## src/rtl/kmpspm_pkg.sv

```systemverilog
`timescale 1ns / 1ps
`default_nettype none
// ----------------------------------------------------------------------------
// KMP stream matcher package
// Shared codes, item kinds, queue entry and result types of the matcher.
// ----------------------------------------------------------------------------
package kmpspm_pkg;

    // Action codes as they arrive on the input stream.
    localparam logic [1:0] ACT_CLEAR  = 2'd0;
    localparam logic [1:0] ACT_APPEND = 2'd1;
    localparam logic [1:0] ACT_TEXT   = 2'd2;

    // Status codes of a result item.
    localparam logic [1:0] STATUS_OK    = 2'd0;
    localparam logic [1:0] STATUS_FULL  = 2'd1;
    localparam logic [1:0] STATUS_EMPTY = 2'd2;

    // Width of the reported text positions.
    localparam int RES_POS_W = 32;

    // Item kind after classification in the front part.
    typedef enum logic [1:0] {
        KIND_CLEAR,
        KIND_APPEND,
        KIND_TEXT,
        KIND_NOP
    } kind_t;

    // One entry of the queue between front and back.
    typedef struct packed {
        kind_t      kind;
        logic [7:0] data;
    } queue_item_t;

    // One result item; found sits in the lowest bit.
    typedef struct packed {
        logic [1:0]           status;
        logic [RES_POS_W-1:0] match_end;
        logic [RES_POS_W-1:0] match_start;
        logic                 found;
    } result_t;

    // Back part sequencer states.
    typedef enum logic {
        ST_IDLE,
        ST_SCAN
    } state_t;

endpackage : kmpspm_pkg
`default_nettype wire

```

## src/rtl/kmpspm_front.sv

```systemverilog
`timescale 1ns / 1ps
`default_nettype none
// ----------------------------------------------------------------------------
// KMP stream matcher front part
// Accepts input items, classifies the action and holds them in a two-entry
// queue for the back part.
// ----------------------------------------------------------------------------
module kmpspm_front
    import kmpspm_pkg::*;
(
    input  wire logic        clk,
    input  wire logic        rst_n,
    input  wire logic        in_valid,
    output logic             in_ready,
    input  wire logic [1:0]  in_action,
    input  wire logic [7:0]  in_byte,
    output logic             q_valid,
    output queue_item_t      q_item,
    input  wire logic        q_pop
);

    queue_item_t entry_reg [2];
    queue_item_t entry_next [2];
    logic [1:0]  count_reg;
    logic [1:0]  count_next;
    queue_item_t new_item;
    logic        push;
    logic        wr_idx;
    logic [1:0]  wr_pos;

    // Classify the incoming action.
    always_comb
    begin
        new_item.data = in_byte;
        unique case (in_action)
            ACT_CLEAR:  new_item.kind = KIND_CLEAR;
            ACT_APPEND: new_item.kind = KIND_APPEND;
            ACT_TEXT:   new_item.kind = KIND_TEXT;
            default:    new_item.kind = KIND_NOP;
        endcase
    end

    assign in_ready = (count_reg != 2'd2);
    assign push     = in_valid && in_ready;
    assign q_valid  = (count_reg != 2'd0);
    assign q_item   = entry_reg[0];
    assign wr_pos   = count_reg - {1'b0, q_pop};
    assign wr_idx   = wr_pos[0];

    // Queue update: shift on pop, write behind the last valid entry.
    always_comb
    begin
        entry_next = entry_reg;
        count_next = count_reg + {1'b0, push} - {1'b0, q_pop};
        if (q_pop)
        begin
            entry_next[0] = entry_reg[1];
        end
        if (push)
        begin
            entry_next[wr_idx] = new_item;
        end
    end

    // Fill count.
    always_ff @(posedge clk or negedge rst_n)
    begin
        if (!rst_n)
        begin
            count_reg <= 2'd0;
        end
        else
        begin
            count_reg <= count_next;
        end
    end

    // Queue entries.
    always_ff @(posedge clk)
    begin
        entry_reg <= entry_next;
    end

    // The queue never holds more than two items.
    a_count_range: assert property (@(posedge clk) disable iff (!rst_n)
        count_reg <= 2'd2)
        else $error("queue count out of range");

    // The back part only pops a non-empty queue.
    a_pop_nonempty: assert property (@(posedge clk) disable iff (!rst_n)
        q_pop |-> count_reg != 2'd0)
        else $error("pop from empty queue");

    // A push without a pop grows the queue by one.
    a_push_grows: assert property (@(posedge clk) disable iff (!rst_n)
        push && !q_pop |=> count_reg == $past(count_reg) + 2'd1)
        else $error("queue count did not grow on push");

endmodule : kmpspm_front
`default_nettype wire

```

## src/rtl/kmpspm_back.sv

```systemverilog
`timescale 1ns / 1ps
`default_nettype none
// ----------------------------------------------------------------------------
// KMP stream matcher back part
// Executes queued items: clears, appends pattern bytes while extending the
// failure table, and scans text bytes by following failure links one step
// per cycle. Results go to a one-entry output register.
// ----------------------------------------------------------------------------
module kmpspm_back
    import kmpspm_pkg::*;
#(
    parameter int MAX_PATTERN = 64,
    parameter int POS_BITS    = 32
)
(
    input  wire logic        clk,
    input  wire logic        rst_n,
    input  wire logic        q_valid,
    input  wire queue_item_t q_item,
    output logic             q_pop,
    output logic             res_valid,
    input  wire logic        res_ready,
    output result_t          res_item
);

    localparam int AW = (MAX_PATTERN > 1) ? $clog2(MAX_PATTERN) : 1;
    localparam int LW = $clog2(MAX_PATTERN + 1);
    localparam logic [LW-1:0] MAX_LEN = LW'(MAX_PATTERN);

    // Pattern and failure-link memories.
    logic [7:0]    pat_mem  [MAX_PATTERN];
    logic [AW-1:0] link_mem [MAX_PATTERN];
    logic [7:0]    pat_rd_reg;
    logic [AW-1:0] link_rd_reg;
    logic          mem_we;
    logic [AW-1:0] mem_waddr;
    logic [7:0]    pat_wdata;
    logic [AW-1:0] link_wdata;
    logic [AW-1:0] rd_addr;
    logic [AW-1:0] link_addr;

    // Control state.
    state_t        state_reg, state_next;
    logic [LW-1:0] plen_reg, plen_next;
    logic [LW-1:0] pb_reg, pb_next;
    logic [LW-1:0] matched_reg, matched_next;
    logic [POS_BITS-1:0] pos_reg, pos_next;
    logic [AW-1:0] link_last_reg, link_last_next;
    logic          out_valid_reg, out_valid_next;

    // Item being scanned.
    logic [LW-1:0] len_reg, len_next;
    logic [7:0]    byte_reg, byte_next;
    kind_t         kind_reg, kind_next;
    result_t       out_reg, out_next;

    // Helpers.
    logic          out_free;
    logic          is_append;
    logic          is_text;
    logic          needs_scan;
    logic          pat_hit;
    logic          step;
    logic [LW-1:0] final_len;
    logic          full_match;
    logic          load_out;
    result_t       res_new;
    logic [LW-1:0] plen_m1;
    logic [POS_BITS+LW-1:0] start_wide;
    logic [POS_BITS+RES_POS_W-1:0] start_ext;
    logic [POS_BITS+RES_POS_W-1:0] end_ext;

    assign out_free   = !out_valid_reg || res_ready;
    assign is_append  = (q_item.kind == KIND_APPEND);
    assign is_text    = (q_item.kind == KIND_TEXT);
    assign needs_scan = (is_append && plen_reg != '0 && plen_reg != MAX_LEN)
                     || (is_text && plen_reg != '0);
    assign pat_hit    = (pat_rd_reg == byte_reg);
    assign step       = (len_reg != '0) && !pat_hit;
    assign final_len  = len_reg + LW'(pat_hit);
    assign full_match = (final_len == plen_reg);

    // Match position arithmetic, modulo the position counter width.
    assign plen_m1    = plen_reg - LW'(1);
    assign start_wide = {{LW{1'b0}}, pos_reg} - {{POS_BITS{1'b0}}, plen_m1};
    assign start_ext  = {{RES_POS_W{1'b0}}, start_wide[POS_BITS-1:0]};
    assign end_ext    = {{RES_POS_W{1'b0}}, pos_reg};

    // Next state.
    always_comb
    begin
        state_next = state_reg;
        unique case (state_reg)
            ST_IDLE:
            begin
                if (q_valid && needs_scan)
                begin
                    state_next = ST_SCAN;
                end
            end
            ST_SCAN:
            begin
                if (!step && out_free)
                begin
                    state_next = ST_IDLE;
                end
            end
            default:
            begin
                state_next = ST_IDLE;
            end
        endcase
    end

    // Datapath and outputs of the sequencer.
    always_comb
    begin
        q_pop          = 1'b0;
        load_out       = 1'b0;
        res_new        = '0;
        mem_we         = 1'b0;
        mem_waddr      = plen_reg[AW-1:0];
        pat_wdata      = byte_reg;
        link_wdata     = final_len[AW-1:0];
        plen_next      = plen_reg;
        pb_next        = pb_reg;
        matched_next   = matched_reg;
        pos_next       = pos_reg;
        link_last_next = link_last_reg;
        len_next       = len_reg;
        byte_next      = byte_reg;
        kind_next      = kind_reg;
        unique case (state_reg)
            ST_IDLE:
            begin
                if (q_valid && needs_scan)
                begin
                    q_pop     = 1'b1;
                    len_next  = is_append ? pb_reg : matched_reg;
                    byte_next = q_item.data;
                    kind_next = q_item.kind;
                end
                else if (q_valid && out_free)
                begin
                    q_pop    = 1'b1;
                    load_out = 1'b1;
                    case (q_item.kind)
                        KIND_CLEAR:
                        begin
                            plen_next    = '0;
                            pb_next      = '0;
                            matched_next = '0;
                            pos_next     = '0;
                        end
                        KIND_APPEND:
                        begin
                            if (plen_reg == MAX_LEN)
                            begin
                                res_new.status = STATUS_FULL;
                            end
                            else
                            begin
                                // First pattern byte: its link is zero.
                                mem_we         = 1'b1;
                                mem_waddr      = '0;
                                pat_wdata      = q_item.data;
                                link_wdata     = '0;
                                link_last_next = '0;
                                pb_next        = '0;
                                plen_next      = LW'(1);
                            end
                        end
                        KIND_TEXT:
                        begin
                            res_new.status = STATUS_EMPTY;
                            pos_next       = pos_reg + POS_BITS'(1);
                        end
                        default:
                        begin
                            res_new = '0;
                        end
                    endcase
                end
            end
            ST_SCAN:
            begin
                if (step)
                begin
                    // Follow one failure link.
                    len_next = LW'(link_rd_reg);
                end
                else if (out_free)
                begin
                    load_out = 1'b1;
                    if (kind_reg == KIND_APPEND)
                    begin
                        mem_we         = 1'b1;
                        link_last_next = final_len[AW-1:0];
                        pb_next        = final_len;
                        plen_next      = plen_reg + LW'(1);
                    end
                    else
                    begin
                        if (full_match)
                        begin
                            res_new.found       = 1'b1;
                            res_new.match_start = start_ext[RES_POS_W-1:0];
                            res_new.match_end   = end_ext[RES_POS_W-1:0];
                            matched_next        = LW'(link_last_reg);
                        end
                        else
                        begin
                            matched_next = final_len;
                        end
                        pos_next = pos_reg + POS_BITS'(1);
                    end
                end
            end
            default:
            begin
                q_pop = 1'b0;
            end
        endcase
    end

    // Output register handshake.
    always_comb
    begin
        out_next       = load_out ? res_new : out_reg;
        out_valid_next = load_out || (out_valid_reg && !res_ready);
    end

    assign res_valid = out_valid_reg;
    assign res_item  = out_reg;

    // Read addresses follow the length the next cycle will compare.
    assign rd_addr   = len_next[AW-1:0];
    assign link_addr = (len_next == '0) ? '0 : AW'(len_next - LW'(1));

    // Pattern and link memories with registered read data.
    always_ff @(posedge clk)
    begin
        if (mem_we)
        begin
            pat_mem[mem_waddr]  <= pat_wdata;
            link_mem[mem_waddr] <= link_wdata;
        end
        pat_rd_reg  <= pat_mem[rd_addr];
        link_rd_reg <= link_mem[link_addr];
    end

    // Control registers.
    always_ff @(posedge clk or negedge rst_n)
    begin
        if (!rst_n)
        begin
            state_reg     <= ST_IDLE;
            plen_reg      <= '0;
            pb_reg        <= '0;
            matched_reg   <= '0;
            pos_reg       <= '0;
            link_last_reg <= '0;
            out_valid_reg <= 1'b0;
        end
        else
        begin
            state_reg     <= state_next;
            plen_reg      <= plen_next;
            pb_reg        <= pb_next;
            matched_reg   <= matched_next;
            pos_reg       <= pos_next;
            link_last_reg <= link_last_next;
            out_valid_reg <= out_valid_next;
        end
    end

    // Payload registers.
    always_ff @(posedge clk)
    begin
        len_reg  <= len_next;
        byte_reg <= byte_next;
        kind_reg <= kind_next;
        out_reg  <= out_next;
    end

    // The pattern length never exceeds the store.
    a_plen_range: assert property (@(posedge clk) disable iff (!rst_n)
        plen_reg <= MAX_LEN)
        else $error("pattern length beyond store");

    // The matched length stays below the pattern length, or both are zero.
    a_matched_range: assert property (@(posedge clk) disable iff (!rst_n)
        matched_reg < plen_reg || (plen_reg == '0 && matched_reg == '0))
        else $error("matched length out of range");

    // While scanning, only written pattern entries are compared.
    a_scan_len: assert property (@(posedge clk) disable iff (!rst_n)
        state_reg == ST_SCAN |-> len_reg < plen_reg)
        else $error("scan length reaches unwritten entry");

    // No item leaves the queue while one is being scanned.
    a_scan_no_pop: assert property (@(posedge clk) disable iff (!rst_n)
        state_reg == ST_SCAN |-> !q_pop)
        else $error("queue popped during scan");

endmodule : kmpspm_back
`default_nettype wire

```

## src/rtl/kmp_stream_pattern_matcher_unit.sv

```systemverilog
`timescale 1ns / 1ps
`default_nettype none
// A clear, an unused action, the first pattern byte, a rejected byte or a text byte on an
// empty pattern goes from its queue entry straight to the output register; other appends
// and text bytes pass the scan registers and follow k failure links, one read each. Items
// needing no scan flow at one item per cycle while the output is not stalled; no item is
// taken during a scan. Reset clears the pattern length, match state, text position, item
// queue and output valid flag; the pattern and link memories are not cleared.
// ----------------------------------------------------------------------------
// KMP stream pattern matcher
// Streaming Knuth-Morris-Pratt matcher: a front queue classifies items and a
// back sequencer builds the failure table and scans text one link per cycle.
// ----------------------------------------------------------------------------
module kmp_stream_pattern_matcher_unit
    import kmpspm_pkg::*;
#(
    parameter int MAX_PATTERN = 64,
    parameter int POS_BITS    = 32
)
(
    input  wire logic        clk,
    input  wire logic        rst_n,
    input  wire logic        s_tvalid,
    output logic             s_tready,
    input  wire logic [7:0]  s_tdata,   // [7:0] item_byte
    input  wire logic [1:0]  s_tuser,   // [1:0] action
    output logic             m_tvalid,
    input  wire logic        m_tready,
    output logic [71:0]      m_tdata    // [0] found, [32:1] match_start,
                                        // [64:33] match_end, [66:65] status
);

    logic        q_valid;
    queue_item_t q_item;
    logic        q_pop;
    result_t     res_item;

    // Front: accept and classify.
    kmpspm_front u_front (
        .clk       (clk),
        .rst_n     (rst_n),
        .in_valid  (s_tvalid),
        .in_ready  (s_tready),
        .in_action (s_tuser),
        .in_byte   (s_tdata),
        .q_valid   (q_valid),
        .q_item    (q_item),
        .q_pop     (q_pop)
    );

    // Back: table build and text scan.
    kmpspm_back #(
        .MAX_PATTERN (MAX_PATTERN),
        .POS_BITS    (POS_BITS)
    ) u_back (
        .clk       (clk),
        .rst_n     (rst_n),
        .q_valid   (q_valid),
        .q_item    (q_item),
        .q_pop     (q_pop),
        .res_valid (m_tvalid),
        .res_ready (m_tready),
        .res_item  (res_item)
    );

    // Pack the result item, padded to whole bytes.
    assign m_tdata = {5'b0, res_item};

endmodule : kmp_stream_pattern_matcher_unit
`default_nettype wire
```

## config.mk

```make
export PLATFORM = sky130hd
export DESIGN_NAME = kmp_stream_pattern_matcher_unit
export DESIGN_NICKNAME = d
export VERILOG_FILES = /design/src/rtl/kmpspm_pkg.sv /design/src/rtl/kmpspm_front.sv /design/src/rtl/kmpspm_back.sv /design/src/rtl/kmp_stream_pattern_matcher_unit.sv
export SDC_FILE = /design/constraint.sdc
export NUM_CORES = 1
export LEC_CHECK = 0
export BUFFER_PORTS_ARGS = -buffer_cell sky130_fd_sc_hd__buf_4
export CORE_MARGIN = 2
export CORE_UTILIZATION = 30
export DETAILED_ROUTE_END_ITERATION = 8
export PLACE_DENSITY = 0.55
export SYNTH_ARGS = -nofsm -noshare
export SYNTH_HDL_FRONTEND = slang
export SYNTH_SLANG_ARGS = --single-unit
export TNS_END_PERCENT = 20
```

## constraint.sdc

```tcl
create_clock -name clk -period 6.4 [get_ports clk]
set_clock_uncertainty 0.1 [all_clocks]
set_input_delay 1.28 -clock clk [delete_from_list [all_inputs] [get_ports clk]]
set_output_delay 1.28 -clock clk [all_outputs]
set_load 0.02 [all_outputs]
```

==> results of run 1 <==
-- placed cells by master, fill, tap and decap left out, types with 15 or more instances in the layout --
master and count:
o2111ai_1 15, o21ai_0 91, clkinv_1 19, o221ai_1 17, and3_1 18, clkinv_2 17
clkbuf_16 110, dfrtp_1 63, nor2_2 22, buf_4 202, a21oi_1 66, nor2_1 157
a211oi_1 23, dfxtp_1 31, nor3_1 35, or3_1 29, nand4_1 19, a31oi_1 23
xor2_1 28, nand2_1 250, ha_1 15, nand3_1 60, inv_1 38, mux2i_1 569
xnor2_1 49, and2_1 32, clkbuf_1 41, o22ai_1 19, edfxtp_1 983
-- final timing paths --
| kind | start | end | slack, ps | cells after the start |
|---|---|---|---|---|
| worst max-delay path | u_back.plen_reg[0] | u_back.link_rd_reg[4] | 1010 | 16 |
| worst min-delay path | u_front.q_item[5] | u_back.byte_reg[5] | 380 | 0 |
| worst max register to register | u_back.plen_reg[0] | u_back.link_rd_reg[4] | 1010 | 16 |
| worst min register to register | u_front.q_item[5] | u_back.byte_reg[5] | 380 | 0 |
| max in group asynchronous | rst_n | u_back.pos_reg[25] | 5020 | 1 |
| min in group asynchronous | rst_n | u_back.link_last_reg[4] | 580 | 1 |
-- power breakdown --
| part | switching, mW | internal (mW) | total (mW) |
|---|---|---|---|
| clock | 2.69 | 3.40 | 6.09 |
| combinational | 9.09 | 4.68 | 13.8 |
| sequential | 0.265 | 8.46 | 8.73 |
| total | 12.0 | 16.5 | 28.6 |
-- per-stage QoR --
stage	instance area, sq um	std cells	worst slack [ps]
final	52400	5322	1010
after global routing	52400	5322	819
after detailed placement	49100	5117	1180
after floorplan	45700	3068	1600
after CTS	52400	5322	1140
after global placement	49100	5117	1230
-- layer usage --
metal / vias to the layer above / track usage (%) / wire, microns
met2: 958 / 23.9 / 55800
met5: - / 0 / 0
met3: 196 / 3.33 / 8770
met1: 13400 / 22.1 / 55900
li1: 12000 / - / -
met4: 0 / 4.24 / 3360
-- worst reg2reg max path, cell delays in order, from the launching register on --
cell and delay (ps):
dfrtp_1 480, inv_1 210, ha_1 230, or3b_4 440, o311a_4 410, o221ai_1 250, and3_1 470, ha_1 330
a31oi_2 60, buf_4 200, nor2b_2 700, buf_4 360, o21ai_0 120, o21ai_0 190, a211oi_1 90, or4_1 430
a32o_1 240
-- layout make-up --
| type | count | area (sq um) | area share, % |
|---|---|---|---|
| Clock buffer | 157 | 2990 | 5.70 |
| Sequential cell | 1077 | 31700 | 60.5 |
| Multi-Input combinational cell | 1760 | 13000 | 24.8 |
| Inverter | 42 | 170 | 0.325 |
| Tap cell | 2030 | 2540 | 4.84 |
| Timing Repair Buffer | 208 | 1640 | 3.12 |
| Clock inverter | 48 | 364 | 0.694 |
-- kinds of logic (layout without fill, tap and decap cells) --
family / Yosys count / after routing
mux: 594 / 594
fa+ha+maj: 17 / 17
other cells: 1 / 5
buf+inv: 231 / 455
compound gates: 374 / 374
xor+xnor: 78 / 78
flops: 1077 / 1077
simple gates: 692 / 692
==> flow_summary.json, run 1 <==
{
  "diodes": 0,
  "synth_simple_gate_area_share_pct": 7.02,
  "crit_chain": "inv_1 -> ha_1 -> or3b_4 -> o311a_4 -> o221ai_1 -> and3_1 -> ha_1 -> a31oi_2 -> buf_4 -> nor2b_2 -> buf_4 -> o21ai_0 -> o21ai_0 -> a211oi_1 -> or4_1 -> a32o_1",
  "grt_pass1_vias": 25700,
  "grt_usage_pct": 15.5,
  "start_kind": "flop",
  "area_growth_pct": 14.7,
  "muxShareOfSynthArea_pct": 13.2,
  "ys_ff_latch": 1077,
  "slew_headroom_pct": 17.3,
  "clockBufferDepth": 3,
  "synth_warnings": 0,
  "critPathSlowestCell": "nor2b_2",
  "firstDrtPassIters": 6,
  "total_power_mw": 28.6,
  "finalSetupViolCount": 0,
  "max_stage_delay_ps": 690,
  "synth_cells": 3064,
  "synth_fa_ha_area_share_pct": 0.482,
  "die_width_microns": 394,
  "end_kind": "flop",
  "io_buffers": 82,
  "cts_root_buf": "clkbuf_16",
  "numCtsBuffers": 108,
  "tightest_slew_ps": 1240,
  "crit_family": "simple AND/OR/NAND/NOR gates",
  "cts_hold_buffers": 0,
  "min_period_over_period_pct": 84.2,
  "die_area_sq_um": 155000,
  "syn-mean-instance-area_sq_um": 14.9,
  "wl_microns": 124000,
  "ys_top_cells_by_count": "edfxtp_1, mux2i_1, nand2_1",
  "largest_reg_flops": 512,
  "overflow": 0,
  "vias_per_cell": 4.99,
  "cts_tree": "built",
  "maxSlewViolCount": 0,
  "num_vias": 26600,
  "fin_nets": 3228,
  "p_per_area_nw_per_um2": 545,
  "ios": 88,
  "fmax_mhz": 186,
  "core_sq_um": 152000,
  "leakage_nw": 18.9,
  "worstHoldPathType": "reg2reg",
  "worstPathArrival_ps": 5890,
  "crit_type": "reg2reg",
  "synth_top_family_by_area": "multiplexers",
  "fillCellCount": 14500,
  "initial_core_util_pct": 30.2,
  "yosysTopAreaCellShare_pct": 64.6,
  "post_cts_buffers": 0,
  "synth.largest_area_cell": "edfxtp_1",
  "ys_types": 104,
  "finalCriticalPeriod_ps": 5390,
  "drv_cap": 0,
  "synth.most_common_cell": "edfxtp_1",
  "largest-register": "u_back.pat_mem",
  "rsz0062_at_grt": "false",
  "drt_iter0_drc": 2621,
  "synth-edff-count": 983,
  "path_max_fanout": 14,
  "setup_tns_ps": 0,
  "cp.required_ps": 6900,
  "crit_buf_inv": 3,
  "cts-resized-gates": 0,
  "grt_pass1_wl_microns": 181000,
  "drive_gt1_share_pct": 13.6,
  "seq_area_frac_synth_pct": 69.4,
  "cts_max_level": 3,
  "synth.cell_area_sq_um": 45700,
  "synth_ff_type": "edfxtp_1",
  "synth_xor_area_share_pct": 1.51,
  "dpl.hpwl_microns": 75900,
  "clock-sinks": 1077,
  "ant_nets": 0,
  "async_flop_share_pct": 5.85,
  "fin_util_pct": 34.6,
  "insertion_delay_ps": 720,
  "antenna_found_initial": 2,
  "drc": 0,
  "holdWs_ps": 380,
  "status": "complete, no violations",
  "ys_top_cells_by_area": "edfxtp_1, mux2i_1, dfrtp_1, nand2_1, nor2_1",
  "hold_viol": 0,
  "rows": 143,
  "wire_per_inst_microns": 23.3,
  "grt_start_max_net_pins": 94,
  "peakVddDrop_v": 0.000790,
  "fp.dieH_microns": 394,
  "clk_pin_slew_worst_paths_ps": 60,
  "gp_congestion": 0.922,
  "synth_compound_area_share_pct": 5.81
}
Power figures use the tool's default switching activity.
==> run 2, diff against run 1 <==
- PLACE_DENSITY: 0.55 -> 0.57
- clock period: 6.4 -> 4.54 ns (I/O delays scaled with it)
==> flow_summary.json, run 2 (synthesis results as in run 1) <==
{
  "status": "complete, no violations",
  "end_kind": "flop",
  "finalCriticalPeriod_ps": 4510,
  "vias_per_cell": 5.02,
  "fillCellCount": 14400,
  "cts_root_buf": "clkbuf_16",
  "io_buffers": 82,
  "clock-sinks": 1077,
  "path_max_fanout": 49,
  "seqPwrFrac_pct": 28.6,
  "ios": 88,
  "cts_max_level": 3,
  "clockBufferDepth": 3,
  "drive_gt1_share_pct": 17.4,
  "firstDrtPassIters": 6,
  "cp.required_ps": 5020,
  "largest-register": "u_back.pat_mem",
  "numCtsBuffers": 107,
  "ant_nets": 0,
  "p_per_area_nw_per_um2": 792,
  "die_area_sq_um": 155000,
  "drv_cap": 0,
  "p_sw_share_pct": 40.8,
  "p_comb_share_pct": 50.7,
  "worstPathArrival_ps": 4990,
  "wire_per_inst_microns": 22.8,
  "overflow": 0,
  "peakVddDrop_v": 0.000768,
  "reg2reg_to": "u_back.pat_rd_reg[0]",
  "leakage_nw": 19.8,
  "wl_microns": 125000,
  "grt_pass1_wl_microns": 183000,
  "largest_reg_flops": 512,
  "tightest_slew_ps": 1130,
  "finalSetupViolCount": 0,
  "crit_type": "reg2reg",
  "fin_util_pct": 35.8,
  "drt_iter0_drc": 2696,
  "r2r_slack_ps": 30,
  "internal_power_mw": 25.4,
  "min_period_over_period_pct": 99.4,
  "maxSlewViolCount": 0,
  "dpl.hpwl_microns": 79700,
  "fin_cells": 5464,
  "grt_pass1_vias": 26700,
  "r2r_start": "u_back.plen_reg[1]",
  "cts_hold_buffers": 0,
  "final_cell_mix": "edfxtp_1, mux2i_1, buf_4, nand2_1, nor2_1",
  "fin_nets": 3380,
  "insertion_delay_ps": 710,
  "num_vias": 27400,
  "critPathSlowestCell": "or3b_4",
  "wl_met2_microns": 57400,
  "place_area_sq_um": 50600,
  "grt_usage_pct": 15.6,
  "holdWs_ps": 235,
  "setup_ws_ps": 25.8,
  "rows": 143,
  "final_cell_area_sq_um": 54200,
  "place_inst": 5265,
  "antenna_found_initial": 1,
  "rsz0062_at_grt": "true",
  "layout_commonest_cell": "edfxtp_1",
  "wl_met3_microns": 9640,
  "clockPowerShare_pct": 20.6,
  "fp.dieH_microns": 394,
  "fmax_mhz": 222,
  "total_power_mw": 43.0,
  "area_growth_pct": 18.6,
  "slew_headroom_pct": 24.3,
  "initial_core_util_pct": 30.2,
  "grt_start_max_net_pins": 65,
  "cts_tree": "built",
  "hold_viol": 0,
  "cpMostUsedCell": "mux2i_1",
  "start_kind": "flop",
  "wl_met1_microns": 54600,
  "core_sq_um": 152000,
  "reg2regPathDepth": 14,
  "setup_tns_ps": 0,
  "gp_congestion": 0.947,
  "crit_chain": "inv_1 -> ha_1 -> or3b_4 -> o311a_4 -> o221ai_2 -> and3_4 -> buf_4 -> buf_16 -> buf_4 -> mux2i_1 -> mux2i_1 -> mux2i_1 -> mux2i_2 -> mux2i_1",
  "power_switching_mw": 17.5,
  "pre_cts_ws_ps": -273,
  "die_width_microns": 394,
  "routed.top_layer": "met4",
  "clk_pin_slew_worst_paths_ps": 60,
  "worstHoldPathType": "in2async",
  "drc": 0,
  "max_stage_delay_ps": 440
}
-- run 2: cell count changes in the layout (fill, tap and decap cells not counted), sizes merged --
cell / delta
inv: -4
clkbuf: -7
clkinvlp: +3
diode: +1
clkinv: -10
bufinv: +6
buf: +153
-- run 2: how the worst max path moves through the flow --
stage                                   from  slack (ps)  cells past startpoint                    end
after floorplan           u_back.plen_reg[0]          10                     21  u_back.link_rd_reg[4]
after global placement    u_back.plen_reg[1]        -270                     17   u_back.pat_rd_reg[1]
after detailed placement  u_back.plen_reg[0]        -270                     17   u_back.pat_rd_reg[1]
after CTS                 u_back.plen_reg[1]           4                     17   u_back.pat_rd_reg[1]
after global routing      u_back.plen_reg[1]          -6                     14   u_back.pat_rd_reg[0]
final                     u_back.plen_reg[1]          30                     14   u_back.pat_rd_reg[0]
-- run 2: what timing repair did --
item,4_1_cts,5_1_grt
endpoints found under the setup margin,7,13
pin swaps,0,2
buffers inserted,0,5
gates resized for setup,11,13
-- run 2: per-layer routing --
metal / track usage [%] / vias to the layer above
met5: 0 / -
met4: 4.13 / 0
met3: 3.10 / 193
met2: 24.6 / 1116
met1: 22.0 / 13900
li1: - / 12200
-- run 2: worst max-delay path, delay by kind of cell, from the launching register on --
kind                     cells  cell delay [ps]
AND/OR/NAND/NOR              2              700
buffers and inverters        4             1060
adder cells (fa/ha/maj)      1              190
AO/OA/AOI/OAI                2              610
multiplexers                 5             1310
flip-flops                   1              370
-- run 2: power groups by stage --
stage / Sequential (mW) / Combinational, mW / Clock (mW)
finish: 12.3 / 21.8 / 8.87
detailed placement: 12.5 / 21.2 / 0
floorplan: 12.5 / 12.8 / 0
CTS: 12.3 / 21.4 / 9.03
global route: 12.3 / 22.9 / 9.38
global placement: 12.5 / 21.1 / 0
-- run 2: area by class of cell --
cell class	instances	area (sq um)	share of cell area, %
Multi-Input combinational cell	1760	13000	24.0
Tap cell	2030	2540	4.69
Antenna cell	1	2.50	0.00462
Inverter	42	179	0.330
Clock inverter	43	512	0.944
Timing Repair Buffer	361	3250	6.00
Sequential cell	1077	31700	58.5
Clock buffer	150	2970	5.49
